## src/design/tjs_pkg.sv

```systemverilog
package tjs_pkg;

  localparam int unsigned NumJointFields = 6;
  localparam int unsigned JointCountDefault = 6;
  localparam int unsigned FracBitsDefault = 24;
  localparam int unsigned DataW = 32;
  localparam int unsigned DiffW = 33;
  localparam int unsigned SumW = 68;
  localparam int unsigned RootW = 34;
  localparam int unsigned QueueDepth = 2;

  localparam logic [31:0] ToolSpeedReset = 32'h0100_0000;
  localparam logic [31:0] JointLimitReset = 32'h0100_0000;

  // register indexes of the configuration port
  localparam logic [0:0] RegToolSpeed = 1'b0;
  localparam logic [0:0] RegJointLimit = 1'b1;

  // classified item handed from front to back
  typedef struct packed {
    logic                first;
    logic [DiffW-1:0]    maxdiff;
    logic [DiffW-1:0]    dx;
    logic [DiffW-1:0]    dy;
    logic [DiffW-1:0]    dz;
  } item_t;

  typedef enum logic [2:0] {
    BkIdle,
    BkSquare,
    BkRoot,
    BkDivide,
    BkCompare,
    BkDone
  } bk_state_e;

endpackage

```

## src/design/tjs_front.sv

```systemverilog
module tjs_front #(
  parameter int unsigned JointCount = tjs_pkg::JointCountDefault
) (
  input  logic                 clk_i,
  input  logic                 rst_ni,
  input  logic                 in_valid_i,
  output logic                 in_ready_o,
  input  logic                 first_point_i,
  input  logic [6*32-1:0]      joints_i,
  input  logic [3*32-1:0]      tool_i,
  output logic                 q_valid_o,
  input  logic                 q_ready_i,
  output tjs_pkg::item_t       q_item_o
);
  import tjs_pkg::*;

  localparam int unsigned Nj = (JointCount < NumJointFields) ? JointCount : NumJointFields;

  logic [DataW-1:0] prev_j_q [NumJointFields];
  logic [DataW-1:0] prev_t_q [3];
  item_t            slot_q [QueueDepth];
  logic             wr_ptr_q, rd_ptr_q;
  logic [1:0]       cnt_q;
  logic             push, pop;
  item_t            item_d;

  function automatic logic [DiffW-1:0] absdiff(logic [DataW-1:0] a, logic [DataW-1:0] b);
    logic signed [DiffW-1:0] d;
    d = $signed({a[DataW-1], a}) - $signed({b[DataW-1], b});
    return d[DiffW-1] ? DiffW'(-d) : DiffW'(d);
  endfunction

  // classify: joint max over independent lanes, tool deltas
  always_comb begin
    logic [DiffW-1:0] d;
    item_d = '0;
    item_d.first = first_point_i;
    for (int j = 0; j < Nj; j++) begin
      d = absdiff(joints_i[j*DataW +: DataW], prev_j_q[j]);
      if (d > item_d.maxdiff) item_d.maxdiff = d;
    end
    item_d.dx = absdiff(tool_i[0 +: DataW], prev_t_q[0]);
    item_d.dy = absdiff(tool_i[DataW +: DataW], prev_t_q[1]);
    item_d.dz = absdiff(tool_i[2*DataW +: DataW], prev_t_q[2]);
  end

  assign in_ready_o = (cnt_q != 2'(QueueDepth));
  assign push = in_valid_i && in_ready_o;
  assign q_valid_o = (cnt_q != 2'd0);
  assign pop = q_valid_o && q_ready_i;
  assign q_item_o = slot_q[rd_ptr_q];

  // previous waypoint
  always_ff @(posedge clk_i or negedge rst_ni) begin
    if (!rst_ni) begin
      for (int j = 0; j < NumJointFields; j++) prev_j_q[j] <= '0;
      for (int t = 0; t < 3; t++) prev_t_q[t] <= '0;
    end else if (push) begin
      for (int j = 0; j < NumJointFields; j++) prev_j_q[j] <= joints_i[j*DataW +: DataW];
      for (int t = 0; t < 3; t++) prev_t_q[t] <= tool_i[t*DataW +: DataW];
    end
  end

  // two-entry queue
  always_ff @(posedge clk_i or negedge rst_ni) begin
    if (!rst_ni) begin
      wr_ptr_q <= 1'b0;
      rd_ptr_q <= 1'b0;
      cnt_q    <= 2'd0;
    end else begin
      if (push) wr_ptr_q <= ~wr_ptr_q;
      if (pop) rd_ptr_q <= ~rd_ptr_q;
      cnt_q <= cnt_q + 2'(push) - 2'(pop);
    end
  end

  always_ff @(posedge clk_i) begin
    if (push) slot_q[wr_ptr_q] <= item_d;
  end

  a_no_overflow: assert property (@(posedge clk_i) disable iff (!rst_ni)
    cnt_q <= 2'(QueueDepth)) else $error("queue overflow");
  a_pop_valid: assert property (@(posedge clk_i) disable iff (!rst_ni)
    pop |-> cnt_q != 2'd0) else $error("pop from empty queue");
  a_cnt_step: assert property (@(posedge clk_i) disable iff (!rst_ni)
    (push && !pop) |=> cnt_q == $past(cnt_q) + 2'd1) else $error("count slip");
endmodule

```

## config.mk

```make
export PLATFORM = sky130hd
export DESIGN_NAME = tjs_front
export DESIGN_NICKNAME = d
export VERILOG_FILES = /design/src/design/tjs_pkg.sv /design/src/design/tjs_front.sv
export SDC_FILE = /design/constraint.sdc
export NUM_CORES = 2
export LEC_CHECK = 0
export BUFFER_PORTS_ARGS = -buffer_cell sky130_fd_sc_hd__clkbuf_2
export CORE_MARGIN = 1.5
export CORE_UTILIZATION = 60
export DETAILED_ROUTE_END_ITERATION = 6
export PLACE_DENSITY = 0.89
export SYNTH_ARGS = -nofsm -noshare
export SYNTH_HDL_FRONTEND = slang
export SYNTH_SLANG_ARGS = --single-unit
```

## constraint.sdc

```tcl
create_clock -name clk_i -period 21.9 [get_ports clk_i]
set_input_delay 1.095 -clock clk_i [delete_from_list [all_inputs] [get_ports clk_i]]
set_output_delay 1.095 -clock clk_i [all_outputs]
set_load 0.02 [all_outputs]
```

==> results.md <==
- Initial DRT Pass Iterations: 6
- #FFs+latches synth: 558
- WL/cell: 21.39 um
- Mean Syn Cell Area: 8.913 sq um
- CP peak stage delay: 0.93 ns
- Largest net degree at the start of global routing: 77
- Hold slack: 0.3979 ns
- Main synth FF type: dfrtp_1
- DRC viols: 0
- Met3 wire len: 12,130 um
- # Post-CTS Setup Buffers: 0
- Final setup fails: 0
- Most area-hungry cell type in the Yosys netlist: edfxtp_1
- First-pass GRT wire length: 247,400 um
- Clk root buf: clkbuf_16
- Die Span X: 297.6 um
- RSZ-0062 raised after global routing: no
- DRT iter0 DRCs: 4,645
- Post-synth cell types: 109
- Layout cells sized above 1: 17.41%
- Status: finished clean
- Hold-fix buffers, CTS: 0
- Crit. End Element: register
- Most frequent cell after synthesis: ha_1
- Main area contributors after synthesis: edfxtp_1 (15%), dfrtp_1 (14%), ha_1 (11%)
- Max-cap viol count: 0
- Setup crit start kind: primary input
- Post-Syn Instances: 5,844
- Vias: 48,024
- Max clock buf depth: 3
- # resized after CTS: 0
- Rows: 107
- Crit path max-delay family: compound AO/OA/AOI/OAI gates
- Synth cell count leaders: ha_1 (464), inv_1 (454), mux2_2 (425)
- Number of flops mapped to enable cells by yosys: 266
- Max-slew headroom: 14.56%
- Clk Latency, worst-skew pair: 0.65 ns
- Worst Hold Class: in2async
- IO Pins: 428
- Core Footprint: 85,550 sq um
- Yosys warns: 0
- P&R area growth vs syn: 10.54%
- Min Clock Period, post-route: 18.96 ns
- Clk sinks: 558
- Post-Synthesis Net Count: 6,610
- Post-synth top area share: 15.34%
- Total grt overflow: 0
- Register area share after synthesis: 29.36%
- Filler cell count in the final layout: 6,648
- Total length of routed wires: 158,100 um
- Fin. max-slew vios: 0
- Initial antenna violation count: 36
- Crit path max fanout: 36
- Setup TNS: 0 ns
- CP most frequent cell: a21o_1
- Initial Util: 60.89%
- DP HPWL: 121,600 um
- Clock-pin slew of the registers on the worst-case setup and hold paths: 0.05 ns
- Clk_skew: 0.02508 ns
- Met2 Routed Length: 72,170 um
- CTS tree: done
- I/O Buffers: 427
- Worst-Margin Slew: 1.279 ns
- Max Freq: 0.05274 GHz
- Die height: 297.6 um
- Vias in the first global route: 45,045
- Syn Std Cell Area: 52,090 sq um
- Worst Setup SP: joints_i[7]
- WL met1: 65,910 um
- Arr. time, crit path: 19.40 ns
- Period utilization: 86.58%
- Critical Path Slowest Stage Cell: nand2_1
- H-Tree Depth: 3
- ANT nets after route: 0
- Worst r2r src: prev_j_q[167]
- Worst path bufs/invs: 4
- Worst Path Required: 22.34 ns
- Gr usage total: 34.60%
- Avg Vias per Cell: 6.497
- Post-layout nets: 6,927
- Crit path kind: in2reg
- Uppermost layer routed: met5
- Ys async rst share: 52.33%
- CTS buffer count: 68
- Final hold vios: 0
- Final Wtd Congestion: 0.9897
- Die ar.: 88,590 sq um
## cells in the final DEF (no fill, tap or decap), types with 281 or more instances in the layout
cell type,instances
o21ai_0,296
ha_1,464
dfrtp_1,291
inv_1,454
a21oi_1,398
nand2_1,390
xnor2_1,281
clkbuf_2,426
mux2_2,425
nor2_1,350
## layer usage
layer	vias up	GRT usage [%]
li1	22292	-
met5	-	0
met1	22984	45.86
met3	464	5.390
met4	6	16.35
met2	2278	55.36
## final timing paths
check,end,slack [ns],cells past startpoint
min reg2reg,prev_j_q[32],0.49,2
max in group asynchronous,prev_t_q[47],19.31,3
max reg2reg,slot_q[0][128],3.10,70
max,slot_q[0][128],2.94,70
min in group clk_i,prev_j_q[32],0.49,2
min,prev_j_q[119],0.40,1
## stage by stage
stage / instance area (sq um) / std cells / setup slack (ns) / util, %
final: 57580 / 7392 / 2.938 / 67.30
after global routing: 57580 / 7392 / 1.707 / 67.30
after CTS: 57500 / 7360 / 3.421 / 67.21
after detailed placement: 55100 / 7235 / 2.814 / 64.41
after global placement: 55100 / 7235 / 3.053 / 64.41
after floorplan: 52090 / 5844 / 5.321 / -
## layout make-up
| type | count | area (sq um) | area share (%) |
|---|---|---|---|
| diodes | 32 | 80.08 | 0.1391 |
| flip-flops and latches | 558 | 15300 | 26.57 |
| inverters | 454 | 1704 | 2.960 |
| repair buffers | 457 | 2372 | 4.120 |
| multi-input cells | 4622 | 34300 | 59.57 |
| well taps | 1144 | 1431 | 2.486 |
| clock inverters | 32 | 471.7 | 0.8192 |
| clock buffers | 93 | 1922 | 3.338 |
## cell families after synthesis
logic type,synth area share [%]
and+or+nand+nor,15.90
AOI/OAI and AO/OA,20.64
buffers and inverters,4.862
DFF,29.36
muxes,10.28
adders and majority gates,11.49
xor gates and xnor gates,7.466
## sequential cells by signal, summed over array words and instances, names as in the netlist
signal / flops
slot_q: 266
prev_j_q: 192
prev_t_q: 96
cnt_q: 2
rd_ptr_q: 1
wr_ptr_q: 1
## worst register-to-register path: cells and delay by family (launching register included)
family | cells | cell delay [ns]
compound gates | 40 | 9.14
simple gates | 18 | 5.08
fa+ha+maj | 6 | 1.98
buf+inv | 4 | 1.31
xor+xnor | 1 | 0.37
flops | 1 | 0.35
mux | 1 | 0.34
Power is not shown: default switching activity piles up to over one toggle a cycle in this logic, so the estimate is an artifact.
